## config.mk

```make
export PLATFORM = sky130hd
export DESIGN_NAME = dda_line_rasterizer_flat
export DESIGN_NICKNAME = d
export VERILOG_FILES = /design/src/hdl/dlr_pkg.sv /design/src/hdl/dlr_ifs.sv /design/src/hdl/dlr_front.sv /design/src/hdl/dlr_job_fifo.sv /design/src/hdl/dlr_back.sv /design/src/hdl/dda_line_rasterizer.sv /design/src/flat_wrapper.sv
export SDC_FILE = /design/constraint.sdc
export NUM_CORES = 1
export LEC_CHECK = 0
export ABC_AREA = 1
export BUFFER_PORTS_ARGS = -buffer_cell sky130_fd_sc_hd__buf_4
export CAP_MARGIN = 20
export CORE_MARGIN = 2
export CORE_UTILIZATION = 45
export DETAILED_ROUTE_END_ITERATION = 6
export PLACE_DENSITY_LB_ADDON = 0.2
export SETUP_SLACK_MARGIN = 0.1
export SYNTH_ARGS = -nofsm -noshare
export SYNTH_HDL_FRONTEND = slang
export SYNTH_SLANG_ARGS = --single-unit
```

## constraint.sdc

```tcl
create_clock -name i_clk -period 7.45 [get_ports i_clk]
set_input_delay 0.745 -clock i_clk [delete_from_list [all_inputs] [get_ports i_clk]]
set_output_delay 0.745 -clock i_clk [all_outputs]
set_load 0.005 [all_outputs]
```

## src/hdl/dlr_pkg.sv

```systemverilog
// Shared widths, register indexes and reset values for the DDA line rasterizer.
`default_nettype none
package dlr_pkg;

    localparam int COORD_W     = 10;  // endpoint field width
    localparam int COLOR_W     = 32;
    localparam int ADDR_W      = 12;
    localparam int CFG_W       = 7;   // frame size register width
    localparam int CFG_IDX_W   = 1;
    localparam int MAX_PIXELS  = 64;  // pixels emitted per line at most
    localparam int PIX_CNT_W   = $clog2(MAX_PIXELS);

    localparam logic [CFG_IDX_W-1:0] REG_FRAME_WIDTH  = 1'b0;
    localparam logic [CFG_IDX_W-1:0] REG_FRAME_HEIGHT = 1'b1;

    localparam logic [CFG_W-1:0] FRAME_SIZE_RESET = 7'd64;

endpackage
`default_nettype wire

```

## src/hdl/dlr_ifs.sv

```systemverilog
// Valid/ready channel interfaces: line commands, pixel results, config writes.
`default_nettype none
interface dlr_line_if import dlr_pkg::*; ();
    logic               valid;
    logic               ready;
    logic [COORD_W-1:0] first_x;
    logic [COORD_W-1:0] first_y;
    logic [COORD_W-1:0] second_x;
    logic [COORD_W-1:0] second_y;
    logic [COLOR_W-1:0] line_color;

    modport source (output valid, first_x, first_y, second_x, second_y, line_color,
                    input ready);
    modport sink   (input valid, first_x, first_y, second_x, second_y, line_color,
                    output ready);
endinterface

interface dlr_pixel_if import dlr_pkg::*; ();
    logic               valid;
    logic               ready;
    logic [ADDR_W-1:0]  pixel_address;
    logic [COLOR_W-1:0] pixel_color;
    logic               in_bounds;
    logic               last_pixel;

    modport source (output valid, pixel_address, pixel_color, in_bounds, last_pixel,
                    input ready);
    modport sink   (input valid, pixel_address, pixel_color, in_bounds, last_pixel,
                    output ready);
endinterface

interface dlr_cfg_if import dlr_pkg::*; ();
    logic                 valid;
    logic                 ready;
    logic [CFG_IDX_W-1:0] index;
    logic [CFG_W-1:0]     data;

    modport source (output valid, index, data, input ready);
    modport sink   (input valid, index, data, output ready);
endinterface
`default_nettype wire

```

## src/hdl/dlr_front.sv

```systemverilog
// Front end: takes a line command, picks the major axis, orders endpoints, divides out the slope.
`default_nettype none
module dlr_front import dlr_pkg::*; #(
    parameter int COORD_FRAC_BITS = 4,
    parameter int SLOPE_FRAC_BITS = 16,
    localparam int MINT_W = COORD_W - COORD_FRAC_BITS,
    localparam int MI_W   = COORD_W + SLOPE_FRAC_BITS - COORD_FRAC_BITS,
    localparam int SL_W   = SLOPE_FRAC_BITS + 7,
    localparam int JOB_W  = 1 + 2 * MINT_W + MI_W + SL_W + COLOR_W
) (
    input  wire              i_clk,
    input  wire              i_rst_n,
    dlr_line_if.sink         i_line,
    input  wire              i_q_full,
    output logic             o_q_push,
    output logic [JOB_W-1:0] o_q_job
);

    localparam int DIV_N   = COORD_W + SLOPE_FRAC_BITS;  // quotient bits
    localparam int DCNT_W  = $clog2(DIV_N);
    localparam int MAG_W   = SLOPE_FRAC_BITS + 6;        // saturated magnitude

    localparam logic [1:0] S_IDLE = 2'd0;
    localparam logic [1:0] S_DIV  = 2'd1;
    localparam logic [1:0] S_PUSH = 2'd2;

    logic [1:0]         r_state;
    logic [DCNT_W-1:0]  r_div_cnt;
    logic               r_y_major;
    logic [COORD_W-1:0] r_sm, r_em, r_sn, r_dmaj;
    logic               r_dmin_neg;
    logic [COLOR_W-1:0] r_color;
    logic [COORD_W-1:0] r_rem;
    logic [DIV_N-1:0]   r_quo;

    // classification of the incoming command
    logic [COORD_W-1:0] adx, ady, sm, sn, em, en, dmin_mag;
    logic               y_major;

    always_comb begin
        adx = (i_line.first_x > i_line.second_x) ? i_line.first_x - i_line.second_x
                                                 : i_line.second_x - i_line.first_x;
        ady = (i_line.first_y > i_line.second_y) ? i_line.first_y - i_line.second_y
                                                 : i_line.second_y - i_line.first_y;
        y_major = (adx >> COORD_FRAC_BITS) <= (ady >> COORD_FRAC_BITS);
        if (y_major) begin
            if (i_line.second_y < i_line.first_y) begin
                sm = i_line.second_y; sn = i_line.second_x;
                em = i_line.first_y;  en = i_line.first_x;
            end else begin
                sm = i_line.first_y;  sn = i_line.first_x;
                em = i_line.second_y; en = i_line.second_x;
            end
        end else begin
            if (i_line.second_x < i_line.first_x) begin
                sm = i_line.second_x; sn = i_line.second_y;
                em = i_line.first_x;  en = i_line.first_y;
            end else begin
                sm = i_line.first_x;  sn = i_line.first_y;
                em = i_line.second_x; en = i_line.second_y;
            end
        end
        dmin_mag = (en > sn) ? en - sn : sn - en;
    end

    // one restoring division step
    logic [COORD_W:0]   n_trial;
    logic               n_qbit;
    logic [COORD_W-1:0] n_rem;

    always_comb begin
        n_trial = {r_rem, r_quo[DIV_N-1]};
        n_qbit  = n_trial >= {1'b0, r_dmaj};
        n_rem   = n_qbit ? COORD_W'(n_trial - {1'b0, r_dmaj}) : n_trial[COORD_W-1:0];
    end

    assign i_line.ready = (r_state == S_IDLE);

    always_ff @(posedge i_clk) begin
        if (!i_rst_n) begin
            r_state <= S_IDLE;
        end else begin
            unique case (r_state)
                S_IDLE: begin
                    if (i_line.valid) begin
                        r_state    <= S_DIV;
                        r_div_cnt  <= DCNT_W'(DIV_N - 1);
                        r_y_major  <= y_major;
                        r_sm       <= sm;
                        r_em       <= em;
                        r_sn       <= sn;
                        r_dmaj     <= em - sm;
                        r_dmin_neg <= en < sn;
                        r_color    <= i_line.line_color;
                        r_rem      <= '0;
                        r_quo      <= DIV_N'(dmin_mag) << SLOPE_FRAC_BITS;
                    end
                end
                S_DIV: begin
                    r_rem     <= n_rem;
                    r_quo     <= {r_quo[DIV_N-2:0], n_qbit};
                    r_div_cnt <= r_div_cnt - 1'b1;
                    if (r_div_cnt == '0) begin
                        r_state <= S_PUSH;
                    end
                end
                S_PUSH: begin
                    if (!i_q_full) begin
                        r_state <= S_IDLE;
                    end
                end
                default: r_state <= S_IDLE;
            endcase
        end
    end

    // saturate, sign and pack the job
    logic [MAG_W-1:0]  mag;
    logic [SL_W-1:0]   slope;
    logic [MI_W-1:0]   minor_init;

    always_comb begin
        if (r_dmaj == '0) begin
            mag = '0;
        end else if (|r_quo[DIV_N-1:MAG_W]) begin
            mag = '1;
        end else begin
            mag = r_quo[MAG_W-1:0];
        end
        slope      = r_dmin_neg ? SL_W'(-{1'b0, mag}) : SL_W'({1'b0, mag});
        minor_init = MI_W'(r_sn) << (SLOPE_FRAC_BITS - COORD_FRAC_BITS);
    end

    assign o_q_push = (r_state == S_PUSH) && !i_q_full;
    assign o_q_job  = {r_y_major, r_sm[COORD_W-1:COORD_FRAC_BITS],
                       r_em[COORD_W-1:COORD_FRAC_BITS], minor_init, slope, r_color};

endmodule
`default_nettype wire

```

## src/hdl/dlr_job_fifo.sv

```systemverilog
// Two-entry queue of line jobs between the front end and the stepper.
`default_nettype none
module dlr_job_fifo import dlr_pkg::*; #(
    parameter int WIDTH = 8
) (
    input  wire              i_clk,
    input  wire              i_rst_n,
    input  wire              i_push,
    input  wire  [WIDTH-1:0] i_data,
    output logic             o_full,
    input  wire              i_pop,
    output logic             o_empty,
    output logic [WIDTH-1:0] o_data
);

    logic [WIDTH-1:0] r_mem [2];
    logic             r_wr_ptr;
    logic             r_rd_ptr;
    logic [1:0]       r_count;

    assign o_full  = (r_count == 2'd2);
    assign o_empty = (r_count == 2'd0);
    assign o_data  = r_mem[r_rd_ptr];

    always_ff @(posedge i_clk) begin
        if (i_push) begin
            r_mem[r_wr_ptr] <= i_data;
        end
    end

    always_ff @(posedge i_clk) begin
        if (!i_rst_n) begin
            r_wr_ptr <= 1'b0;
            r_rd_ptr <= 1'b0;
            r_count  <= 2'd0;
        end else begin
            if (i_push) begin
                r_wr_ptr <= ~r_wr_ptr;
            end
            if (i_pop) begin
                r_rd_ptr <= ~r_rd_ptr;
            end
            r_count <= r_count + {1'b0, i_push} - {1'b0, i_pop};
        end
    end

endmodule
`default_nettype wire

```

## src/hdl/dlr_back.sv

```systemverilog
// Back end: steps a job one pixel per cycle unless stalled, clips, forms addresses, holds the result.
`default_nettype none
module dlr_back import dlr_pkg::*; #(
    parameter int FRAME_DIM       = 64,
    parameter int COORD_FRAC_BITS = 4,
    parameter int SLOPE_FRAC_BITS = 16,
    localparam int MINT_W = COORD_W - COORD_FRAC_BITS,
    localparam int MI_W   = COORD_W + SLOPE_FRAC_BITS - COORD_FRAC_BITS,
    localparam int SL_W   = SLOPE_FRAC_BITS + 7,
    localparam int JOB_W  = 1 + 2 * MINT_W + MI_W + SL_W + COLOR_W
) (
    input  wire              i_clk,
    input  wire              i_rst_n,
    dlr_cfg_if.sink          i_cfg,
    input  wire              i_q_empty,
    input  wire  [JOB_W-1:0] i_q_job,
    output logic             o_q_pop,
    dlr_pixel_if.source      o_pixel
);

    localparam int MP_W   = MINT_W + 1;                 // major position, start + 63 steps
    localparam int ACC_W  = SLOPE_FRAC_BITS + 14;       // sign + 13 integer bits
    localparam int MIN_W  = ACC_W - 1 - SLOPE_FRAC_BITS;
    localparam int CMP_W  = (MP_W > MIN_W) ? MP_W : MIN_W;
    localparam int DIM_W  = $clog2(FRAME_DIM + 1);
    localparam int PIX_W  = $clog2(FRAME_DIM);
    localparam int PROD_W = PIX_W + DIM_W + 1;

    logic [CFG_W-1:0] r_width, r_height;

    assign i_cfg.ready = 1'b1;

    always_ff @(posedge i_clk) begin
        if (!i_rst_n) begin
            r_width  <= FRAME_SIZE_RESET;
            r_height <= FRAME_SIZE_RESET;
        end else if (i_cfg.valid) begin
            unique case (i_cfg.index)
                REG_FRAME_WIDTH:  r_width  <= i_cfg.data;
                REG_FRAME_HEIGHT: r_height <= i_cfg.data;
                default: ;
            endcase
        end
    end

    // job unpack
    logic                     j_y_major;
    logic [MINT_W-1:0]        j_start, j_end;
    logic [MI_W-1:0]          j_minor;
    logic signed [SL_W-1:0]   j_slope;
    logic [COLOR_W-1:0]       j_color;

    assign {j_y_major, j_start, j_end, j_minor, j_slope, j_color} = i_q_job;

    logic                     r_busy;
    logic [MP_W-1:0]          r_pos;
    logic [MINT_W-1:0]        r_end;
    logic signed [ACC_W-1:0]  r_acc;
    logic signed [SL_W-1:0]   r_slope;
    logic                     r_y_major;
    logic [COLOR_W-1:0]       r_color;
    logic [PIX_CNT_W-1:0]     r_cnt;

    logic                     r_out_valid;
    logic [ADDR_W-1:0]        r_out_addr;
    logic [COLOR_W-1:0]       r_out_color;
    logic                     r_out_inb;
    logic                     r_out_last;

    logic advance;
    assign advance = !r_out_valid || o_pixel.ready;
    assign o_q_pop = !r_busy && !i_q_empty;

    // current pixel
    logic [DIM_W-1:0]  w, h;
    logic              minor_ok, ok, last;
    logic [MIN_W-1:0]  minor_pix;
    logic [CMP_W-1:0]  px, py;
    logic [PROD_W-1:0] addr_full;

    always_comb begin
        w = (r_width  > CFG_W'(FRAME_DIM)) ? DIM_W'(FRAME_DIM) : DIM_W'(r_width);
        h = (r_height > CFG_W'(FRAME_DIM)) ? DIM_W'(FRAME_DIM) : DIM_W'(r_height);
        // negative accumulator: only the open interval (-1, 0) truncates to pixel zero
        if (r_acc[ACC_W-1]) begin
            minor_pix = '0;
            minor_ok  = (&r_acc[ACC_W-1:SLOPE_FRAC_BITS]) && (|r_acc[SLOPE_FRAC_BITS-1:0]);
        end else begin
            minor_pix = r_acc[ACC_W-2:SLOPE_FRAC_BITS];
            minor_ok  = 1'b1;
        end
        if (r_y_major) begin
            px = CMP_W'(minor_pix);
            py = CMP_W'(r_pos);
        end else begin
            px = CMP_W'(r_pos);
            py = CMP_W'(minor_pix);
        end
        ok        = minor_ok && (px < CMP_W'(w)) && (py < CMP_W'(h));
        addr_full = PROD_W'(py[PIX_W-1:0]) * PROD_W'(w) + PROD_W'(px[PIX_W-1:0]);
        last      = (r_pos >= MP_W'(r_end)) || (r_cnt == PIX_CNT_W'(MAX_PIXELS - 1));
    end

    always_ff @(posedge i_clk) begin
        if (!i_rst_n) begin
            r_busy      <= 1'b0;
            r_out_valid <= 1'b0;
        end else begin
            if (o_q_pop) begin
                r_busy    <= 1'b1;
                r_pos     <= MP_W'(j_start);
                r_end     <= j_end;
                r_acc     <= ACC_W'(j_minor);
                r_slope   <= j_slope;
                r_y_major <= j_y_major;
                r_color   <= j_color;
                r_cnt     <= '0;
            end else if (r_busy && advance) begin
                r_pos <= r_pos + 1'b1;
                r_acc <= r_acc + ACC_W'(r_slope);
                r_cnt <= r_cnt + 1'b1;
                if (last) begin
                    r_busy <= 1'b0;
                end
            end

            if (r_busy && advance) begin
                r_out_valid <= 1'b1;
                r_out_addr  <= ok ? ADDR_W'(addr_full) : '0;
                r_out_color <= r_color;
                r_out_inb   <= ok;
                r_out_last  <= last;
            end else if (o_pixel.ready) begin
                r_out_valid <= 1'b0;
            end
        end
    end

    assign o_pixel.valid         = r_out_valid;
    assign o_pixel.pixel_address = r_out_addr;
    assign o_pixel.pixel_color   = r_out_color;
    assign o_pixel.in_bounds     = r_out_inb;
    assign o_pixel.last_pixel    = r_out_last;

endmodule
`default_nettype wire

```

## src/hdl/dda_line_rasterizer.sv

```systemverilog
// DDA line rasterizer top level: line command in, one pixel write per step out.
//
// Channels: i_line takes one line command (two Q6.4 endpoints and a color) per
// transfer; o_pixel gives one pixel per transfer (address y*width+x, color,
// in-bounds flag, last marker on the final pixel of the line); i_cfg writes
// the frame width (index 0) and frame height (index 1), always ready.
// The front end takes a command only while idle and holds it until its job is
// pushed into the queue; its time per command is set by the bit-serial slope
// divider (one quotient bit a cycle over COORD_W+SLOPE_FRAC_BITS bits). The
// stepper emits one pixel a cycle while the receiver takes them, and loads
// each line's job from the queue between lines (at most 64 pixels a line);
// a two-entry job queue between them lets the divider work on the next line
// while pixels stream.
// Reset: frame size 64 x 64, queue empty, no pixel pending.
// When the receiver stalls, the output register holds its pixel, the stepper
// pauses, the queue fills and then the front end stops taking commands.
`default_nettype none
module dda_line_rasterizer import dlr_pkg::*; #(
    parameter int FRAME_DIM       = 64,
    parameter int COORD_FRAC_BITS = 4,
    parameter int SLOPE_FRAC_BITS = 16
) (
    input  wire          i_clk,
    input  wire          i_rst_n,
    dlr_line_if.sink     i_line,
    dlr_cfg_if.sink      i_cfg,
    dlr_pixel_if.source  o_pixel
);

    localparam int MINT_W = COORD_W - COORD_FRAC_BITS;
    localparam int MI_W   = COORD_W + SLOPE_FRAC_BITS - COORD_FRAC_BITS;
    localparam int SL_W   = SLOPE_FRAC_BITS + 7;
    localparam int JOB_W  = 1 + 2 * MINT_W + MI_W + SL_W + COLOR_W;

    logic             q_push, q_full, q_pop, q_empty;
    logic [JOB_W-1:0] q_wr_job, q_rd_job;

    dlr_front #(
        .COORD_FRAC_BITS (COORD_FRAC_BITS),
        .SLOPE_FRAC_BITS (SLOPE_FRAC_BITS)
    ) u_front (
        .i_clk    (i_clk),
        .i_rst_n  (i_rst_n),
        .i_line   (i_line),
        .i_q_full (q_full),
        .o_q_push (q_push),
        .o_q_job  (q_wr_job)
    );

    dlr_job_fifo #(
        .WIDTH (JOB_W)
    ) u_queue (
        .i_clk   (i_clk),
        .i_rst_n (i_rst_n),
        .i_push  (q_push),
        .i_data  (q_wr_job),
        .o_full  (q_full),
        .i_pop   (q_pop),
        .o_empty (q_empty),
        .o_data  (q_rd_job)
    );

    dlr_back #(
        .FRAME_DIM       (FRAME_DIM),
        .COORD_FRAC_BITS (COORD_FRAC_BITS),
        .SLOPE_FRAC_BITS (SLOPE_FRAC_BITS)
    ) u_back (
        .i_clk     (i_clk),
        .i_rst_n   (i_rst_n),
        .i_cfg     (i_cfg),
        .i_q_empty (q_empty),
        .i_q_job   (q_rd_job),
        .o_q_pop   (q_pop),
        .o_pixel   (o_pixel)
    );

endmodule
`default_nettype wire
```

## src/flat_wrapper.sv

```systemverilog
// flat-port wrapper written by rule: the top's interface ports become plain ports
module dda_line_rasterizer_flat import dlr_pkg::*;
#(
    parameter int FRAME_DIM       = 64,
    parameter int COORD_FRAC_BITS = 4,
    parameter int SLOPE_FRAC_BITS = 16
)
  (i_clk, i_rst_n, i_line_valid, i_line_first_x, i_line_first_y, i_line_second_x, i_line_second_y, i_line_line_color, i_line_ready, i_cfg_valid, i_cfg_index, i_cfg_data, i_cfg_ready, o_pixel_valid, o_pixel_pixel_address, o_pixel_pixel_color, o_pixel_in_bounds, o_pixel_last_pixel, o_pixel_ready);
  dlr_line_if i_line_i ();
  dlr_cfg_if i_cfg_i ();
  dlr_pixel_if o_pixel_i ();
  input  wire i_clk;
  input  wire i_rst_n;
  input wire logic [$bits(i_line_i.valid)-1:0] i_line_valid;
  input wire logic [$bits(i_line_i.first_x)-1:0] i_line_first_x;
  input wire logic [$bits(i_line_i.first_y)-1:0] i_line_first_y;
  input wire logic [$bits(i_line_i.second_x)-1:0] i_line_second_x;
  input wire logic [$bits(i_line_i.second_y)-1:0] i_line_second_y;
  input wire logic [$bits(i_line_i.line_color)-1:0] i_line_line_color;
  output wire logic [$bits(i_line_i.ready)-1:0] i_line_ready;
  input wire logic [$bits(i_cfg_i.valid)-1:0] i_cfg_valid;
  input wire logic [$bits(i_cfg_i.index)-1:0] i_cfg_index;
  input wire logic [$bits(i_cfg_i.data)-1:0] i_cfg_data;
  output wire logic [$bits(i_cfg_i.ready)-1:0] i_cfg_ready;
  output wire logic [$bits(o_pixel_i.valid)-1:0] o_pixel_valid;
  output wire logic [$bits(o_pixel_i.pixel_address)-1:0] o_pixel_pixel_address;
  output wire logic [$bits(o_pixel_i.pixel_color)-1:0] o_pixel_pixel_color;
  output wire logic [$bits(o_pixel_i.in_bounds)-1:0] o_pixel_in_bounds;
  output wire logic [$bits(o_pixel_i.last_pixel)-1:0] o_pixel_last_pixel;
  input wire logic [$bits(o_pixel_i.ready)-1:0] o_pixel_ready;
  assign i_line_i.valid = i_line_valid;
  assign i_line_i.first_x = i_line_first_x;
  assign i_line_i.first_y = i_line_first_y;
  assign i_line_i.second_x = i_line_second_x;
  assign i_line_i.second_y = i_line_second_y;
  assign i_line_i.line_color = i_line_line_color;
  assign i_line_ready = i_line_i.ready;
  assign i_cfg_i.valid = i_cfg_valid;
  assign i_cfg_i.index = i_cfg_index;
  assign i_cfg_i.data = i_cfg_data;
  assign i_cfg_ready = i_cfg_i.ready;
  assign o_pixel_valid = o_pixel_i.valid;
  assign o_pixel_pixel_address = o_pixel_i.pixel_address;
  assign o_pixel_pixel_color = o_pixel_i.pixel_color;
  assign o_pixel_in_bounds = o_pixel_i.in_bounds;
  assign o_pixel_last_pixel = o_pixel_i.last_pixel;
  assign o_pixel_i.ready = o_pixel_ready;
  dda_line_rasterizer #(.FRAME_DIM(FRAME_DIM), .COORD_FRAC_BITS(COORD_FRAC_BITS), .SLOPE_FRAC_BITS(SLOPE_FRAC_BITS)) u_core (.i_clk(i_clk), .i_rst_n(i_rst_n), .i_line(i_line_i), .i_cfg(i_cfg_i), .o_pixel(o_pixel_i));
endmodule
```

==> results_dict.tcl, run 1 <==
set metrics [dict create \
    path_clk_slew_ps 60 \
    status "completed" \
    postCtsSetupBuffers 0 \
    intPower_uw 6340 \
    p_sw_share_pct 41.1 \
    syn_inst 2628 \
    cpMaxStageDelayCell "nor2_2" \
    tns_ps 0 \
    vdd_drop_max_mv 0.236 \
    clock_latency_ps 590 \
    cts_buffer_depth 3 \
    port_buffers 132 \
    tritoncts "yes" \
    clockPowerShare_pct 19.7 \
    worstPathArrival_ps 6160 \
    detail-route-antenna-nets 0 \
    worstMarginPinSlew_ps 1080 \
    yosysSeqAreaShare_pct 50.6 \
    pwr-share-comb_pct 46.7 \
    hold_path.class "primary input to flip-flop" \
    ios 134 \
    cts_buffers 46 \
    n_fill_cell 5214 \
    ys_top_cells_by_area "edfxtp_1, ha_1, nand2_1" \
    grt.overflow.total 0 \
    p_per_area_nw_per_um2 376 \
    worst-setup-path-type "primary input to flip-flop" \
    diodes 0 \
    finalSetupViolations 0 \
    nets 3036 \
    drt_wl_total_um 57600 \
    cpMostUsedCell "nand2_1" \
    relSlewSlack_pct 28.0 \
    cts_num_sinks 437 \
    synth_fp_nets 2908 \
    p_leak_uw 0.0120 \
    cts_resized 0 \
    fin_skew_ps 45.4 \
    core.rowCount 87 \
    ys_ff_latch 437 \
    yosysTopAreaCell "edfxtp_1" \
    drt_iter0_markers 1124 \
    grt_max_degree 65 \
    synth_top_cell_area_share_pct 48.8 \
    postCtsHoldBufs 0 \
    min_period_ps 5820 \
    die_h_um 242 \
    crit_path_max_fanout 20 \
    die_area_um2 58600 \
    area_growth_pct 12.4 \
    synth_edf_count 414 \
    dieWidth_um 242 \
    start_kind "primary input" \
    place_area_um2 27200 \
    max_stage_delay_ps 720 \
    synthArstFlopShare_pct 0 \
    max_freq_ghz 0.172 \
    yosysWarnings 0 \
    place_congestion 0.933 \
    wl_per_cell_um 16.2 \
    syn-cell-area_um2 25500 \
    grt_pass1_wl_um 93000 \
    mostFrequentLayoutCells "nand2_1, edfxtp_1, inv_1" \
    drc 0 \
    hpwl_um 43300 \
    seqCellArea_um2 12900 \
    slew_viol_final 0 \
    power_uw 10800 \
    finalHoldViolCount 0 \
    multi_input_area_um2 11000 \
    grt_use_total_pct 19.6 \
    antenna_found_initial 0 \
    drive_gt1_share_pct 13.7 \
    clock-root-buffer "clkbuf_16" \
    dr.pass1.iters 5 \
    rsz0062_at_grt "false" \
    synth-main-ff-cell "edfxtp_1" \
    grt_pass1_vias 18204 \
    core_area_um2 56200 \
    finalCritPeriodShare_pct 78.2 \
    pwr-share-seq_pct 33.7 \
    final_area_um2 28600 \
    end_kind "flip-flop" \
    switchingPower_uw 4430 \
    vias 18227 \
    yosys.cell_types.count 56 \
    required_ps 7790 \
    via_per_inst 5.14 \
    cap_violations 0 \
    initial_core_util_pct 45.4 \
    final_common_cell "nand2_1" \
    cts_max_level 2 \
    postSynthAreaPerCell_um2 9.70 \
]
[critical path: cells and delay by family]
kind	cells	cell delay [ps]
buf+inv	7	1020
simple gates	23	3110
compound gates	2	160
fa+ha+maj	3	1130
[state kept, by name (all words and copies together), names as in the netlist, 2 cells and up, named ones only]
signal	count
u_core.u_back.r_width	7
u_core.u_front.r_sn	10
u_core.u_front.r_rem	10
u_core.u_back.r_acc	30
u_core.u_back.r_end	6
u_core.u_front.r_quo	26
u_core.u_queue.r_mem	156
u_core.u_front.r_color	32
u_core.u_back.r_slope	23
u_core.u_queue.r_count	2
u_core.u_front.r_em	6
u_core.u_back.r_cnt	6
u_core.u_front.r_div_cnt	5
u_core.u_front.r_dmaj	10
u_core.u_back.r_pos	7
u_core.u_back.r_color	32
u_core.u_back.r_height	7
u_core.u_back.o_pixel.pixel_address	12
u_core.u_front.r_state	2
u_core.u_front.r_sm	6
u_core.u_back.o_pixel.pixel_color	32
[cell families after synthesis]
kind of cell / Yosys count / synth area share (%)
AO/OA/AOI/OAI: 475 / 10.9
XOR/XNOR: 80 / 2.75
adder cells (fa/ha/maj): 195 / 10.4
buffers and inverters: 402 / 6.49
flip-flops: 437 / 50.6
multiplexers: 73 / 3.21
other: 1 / 0.0147
AND/OR/NAND/NOR: 965 / 15.7
[final timing paths]
kind	from	endpoint	slack, ps	cells after the start
setup / recovery	i_line_second_x[4]	u_core.u_front.r_quo[25]$_DFFE_PP_	1630	35
hold / removal	i_line_line_color[19]	u_core.u_front.r_color[19]$_DFFE_PP_	340	1
setup reg to reg	u_core.u_back.r_acc[29]$_SDFFCE_PP0P_	u_core.u_back.o_pixel.pixel_address[8]$_SDFFCE_PN0P_	2270	19
hold reg to reg	u_core.u_back.r_color[2]$_DFFE_PP_	u_core.u_back.o_pixel.pixel_color[2]$_DFFE_PP_	410	0
[stage by stage]
step           setup WS [ps]  instances  utilization, %  hold WS [ps]
2_1_floorplan           2540       2628               -           400
3_3_place_gp            1110       3463            48.5           401
3_5_place_dp            1040       3463            48.5           405
4_1_cts                 1690       3547            50.9           293
5_1_grt                 1060       3548            51.0           302
6_report                1630       3548            51.0           338
[metal layers]
layer	GRT usage (%)	routed length, um	part of all wire, %
met2	33.0	27300	47
met5	0	0	0
met1	26.2	26600	46
met3	2.89	2230	3.9
met4	6.12	1510	2.6
[cell type report]
type | instances | area share, %
Clock buffer | 58 | 4.18
Clock inverter | 26 | 0.699
Inverter | 332 | 4.36
Multi-Input combinational cell | 1789 | 38.5
Sequential cell | 437 | 45.0
Tap cell | 756 | 3.30
Timing Repair Buffer | 150 | 3.98
[cells in the mapped netlist, types with 4 or more instances]
| master | n |
|---|---|
| a21o_1 | 9 |
| a21oi_1 | 191 |
| a22oi_1 | 4 |
| a31oi_1 | 11 |
| buf_1 | 9 |
| buf_2 | 19 |
| buf_4 | 8 |
| buf_6 | 10 |
| clkbuf_1 | 20 |
| dfxtp_1 | 23 |
| edfxtp_1 | 414 |
| fa_1 | 28 |
| ha_1 | 167 |
| inv_1 | 311 |
| inv_2 | 20 |
| mux2_2 | 70 |
| nand2_1 | 553 |
| nand2_2 | 14 |
| nand3_1 | 75 |
| nand3b_1 | 7 |
| nand4_1 | 31 |
| nor2_1 | 238 |
| nor2_2 | 6 |
| nor3_1 | 20 |
| o211ai_1 | 24 |
| o211ai_2 | 12 |
| o21a_1 | 4 |
| o21ai_0 | 128 |
| o21ai_1 | 45 |
| o21ai_2 | 10 |
| o21bai_1 | 11 |
| o31ai_1 | 8 |
| or2_2 | 11 |
| xnor2_1 | 15 |
| xor2_1 | 65 |
[power by group through the flow]
stage          Combinational (uW)  Sequential, uW  Clock, uW
2_1_floorplan                3730            3590          0
3_3_place_gp                 4960            3660          0
3_5_place_dp                 5020            3680          0
4_1_cts                      5050            3630       2180
5_1_grt                      5720            3680       2270
6_report                     5030            3630       2120
No activity file was read; power rests on OpenSTA's default activity.
==> run 2, diff against run 1 <==
--- a/config.mk
+++ b/config.mk
@@ -5,7 +5,7 @@
 export SDC_FILE = /design/constraint.sdc
 export NUM_CORES = 1
 export LEC_CHECK = 0
-export ABC_AREA = 1
+export ABC_AREA = 0
 export BUFFER_PORTS_ARGS = -buffer_cell sky130_fd_sc_hd__buf_4
 export CAP_MARGIN = 20
 export CORE_MARGIN = 2
==> constraint.sdc (replaced) <==
create_clock -name i_clk -period 4.76 [get_ports i_clk]
set_input_delay 0.476 -clock i_clk [delete_from_list [all_inputs] [get_ports i_clk]]
set_output_delay 0.476 -clock i_clk [all_outputs]
set_load 0.005 [all_outputs]
==> results_dict.tcl, run 2 <==
set metrics [dict create \
    status "finished, violations left" \
    violations "setup timing" \
    p_leak_uw 0.0124 \
    cts_max_level 2 \
    synthTopCellsByCount "edfxtp_1, nor2_1, ha_1, a21oi_1, inv_1" \
    mostFrequentLayoutCells "buf_4, edfxtp_1, nor2_1" \
    synthArstFlopShare_pct 0 \
    postSynthAreaPerCell_um2 11.7 \
    clock-root-buffer "clkbuf_16" \
    drt_wl_total_um 54600 \
    path_delay_family "compound AO/OA/AOI/OAI gates" \
    ys_ff_latch 437 \
    path_buf_inv 6 \
    synth_top_cell_area_share_pct 51.0 \
    initial_core_util_pct 45.4 \
    finalSetupViolations 12 \
    cts_num_sinks 437 \
    end_kind "flip-flop" \
    start_kind "primary input" \
    hpwl_um 40200 \
    relSlewSlack_pct 28.6 \
    tritoncts "yes" \
    final_common_cell "buf_4" \
    power_uw 18000 \
    grt_pass1_vias 17037 \
    worstMarginPinSlew_ps 1070 \
    reg2reg_slack_ps 150 \
    hold_ws_ps 64.9 \
    cts_buffers 45 \
    syn-cell-area_um2 24400 \
    path_clk_slew_ps 60 \
    synth_fp_nets 2359 \
    yosys.cell_types.count 65 \
    dieWidth_um 237 \
    syn_inst 2079 \
    nets 2785 \
    postCtsHoldBufs 0 \
    cpMaxStageDelayCell "fa_2" \
    vdd_drop_max_mv 0.315 \
    finalHoldViolCount 0 \
    cpMostUsedCell "a21oi_2" \
    grt_max_degree 68 \
    yosysWarnings 0 \
    synth_edf_count 414 \
    crit_path_max_fanout 6 \
    detail-route-antenna-nets 0 \
    die_area_um2 56000 \
    cts_buffer_depth 3 \
    finalCritPeriodShare_pct 111 \
    grt.overflow.total 0 \
    max_stage_delay_ps 360 \
    yosysSeqAreaShare_pct 52.9 \
    clock_latency_ps 580 \
    required_ps 5040 \
    dr.pass1.iters 6 \
    core.rowCount 85 \
    via_per_inst 5.24 \
    rsz0062_at_grt "true" \
    regMostFlops "u_core.u_queue.r_mem" \
    largest_register_ffs 156 \
    min_period_ps 5270 \
    die_h_um 237 \
    final_util_pct 57.4 \
    yosysTopAreaCell "edfxtp_1" \
    n_fill_cell 4457 \
    place_congestion 0.889 \
    port_buffers 132 \
    setup_ws_ps -510 \
    synth-main-ff-cell "edfxtp_1" \
    final_area_um2 30900 \
    place_area_um2 28300 \
    synthMostInstantiatedCell "edfxtp_1" \
    area_growth_pct 26.6 \
    fin_skew_ps 30.1 \
    grt_use_total_pct 19.2 \
    slew_viol_final 0 \
    cap_violations 0 \
    diodes 0 \
    grt_pass1_wl_um 87100 \
    hold_path.class "primary input to flip-flop" \
    core_area_um2 53700 \
    ys_top_cells_by_area "edfxtp_1, ha_1, mux2i_1" \
    wl_per_cell_um 16.9 \
    drive_gt1_share_pct 30.1 \
    antenna_found_initial 0 \
    worstPathArrival_ps 5550 \
    ios 134 \
    p_per_area_nw_per_um2 583 \
    drt_iter0_markers 879 \
    vias 16942 \
    drc 0 \
    worst-setup-path-type "primary input to flip-flop" \
    max_freq_ghz 0.190 \
]
-- run 2: cell types whose count changed in the layout (fill, tap and decap cells not counted), sizes merged, moves of 25 or more --
cell | previous run | this run
a211oi | 3 | 28
a21oi | 195 | 139
and2 | 0 | 36
buf | 150 | 450
inv | 334 | 141
mux2i | 3 | 109
nand2 | 567 | 129
nand3 | 79 | 32
nor2 | 246 | 177
nor2b | 0 | 40
o21ai | 183 | 88
xnor2 | 15 | 55
xor2 | 65 | 27
-- run 2: logic make-up (layout without fill, tap and decap cells) --
kind of cell	after synthesis	after routing	share of synthesized area, %
buf+inv	210	670	3.32
fa+ha+maj	195	195	10.9
compound gates	413	413	10.6
other cells	1	1	0.0154
xor+xnor	82	82	2.95
simple gates	539	539	10.6
mux	202	202	8.77
flops	437	437	52.9
-- run 2: worst reg2reg max path: cells and delay by family (launching register included) --
family          cells  cell delay [ps]
fa+ha+maj           5             2370
compound gates      6             1000
flops               1              500
buf+inv             4              440
simple gates        1               70
-- run 2: where the power goes --
group / internal [uW] / total, uW / switching (uW)
clock network: 2050 / 3510 / 1460
registers: 5240 / 5660 / 425
logic: 4310 / 8810 / 4500
total: 11600 / 18000 / 6380
-- run 2: final cells by class --
type / instances / area [um2] / area share [%]
Multi-Input combinational cell: 1432 / 11500 / 37.2
Inverter: 137 / 537 / 1.74
Clock inverter: 27 / 285 / 0.925
Tap cell: 696 / 871 / 2.82
Timing Repair Buffer: 452 / 3570 / 11.6
Sequential cell: 437 / 12900 / 41.8
Clock buffer: 54 / 1210 / 3.93
-- run 2: worst paths after layout --
check / from / endpoint / cells past startpoint
max: i_line_second_y[4] / u_core.u_front.r_quo[24]$_DFFE_PP_ / 31
min: i_line_line_color[12] / u_core.u_front.r_color[12]$_DFFE_PP_ / 1
max reg2reg: u_core.u_back.r_y_major$_DFFE_PP_ / u_core.u_back.o_pixel.pixel_address[10]$_SDFFCE_PN0P_ / 16
min reg2reg: u_core.u_back.r_color[2]$_DFFE_PP_ / u_core.u_back.o_pixel.pixel_color[2]$_DFFE_PP_ / 0
-- run 2: through the flow --
stage | instances | setup WS, ps | TNS (ps)
final | 3235 | -510 | -4230
after floorplan | 2079 | -991 | -11830
after CTS | 3211 | -503 | -4400
after detailed placement | 3112 | -1440 | -19770
after global routing | 3235 | -742 | -7860
after global placement | 3112 | -1300 | -17680
-- run 2: repair_timing --
| item | CTS | global route |
|---|---|---|
| setup endpoints to repair | 19 | 21 |
| endpoints found under the hold margin | 0 | 0 |
| gates cloned | 1 | 2 |
| setup buffers | 19 | 21 |
| gates resized for setup | 86 | 78 |
| pin swaps | 49 | 59 |
-- run 2: layer usage --
metal	routed length (um)	GRT usage, %	vias up
met5	0	0	-
met4	1020	4.78	0
met3	1860	2.61	74
met2	27300	34.4	279
met1	24400	24.7	8133
li1	-	-	8456
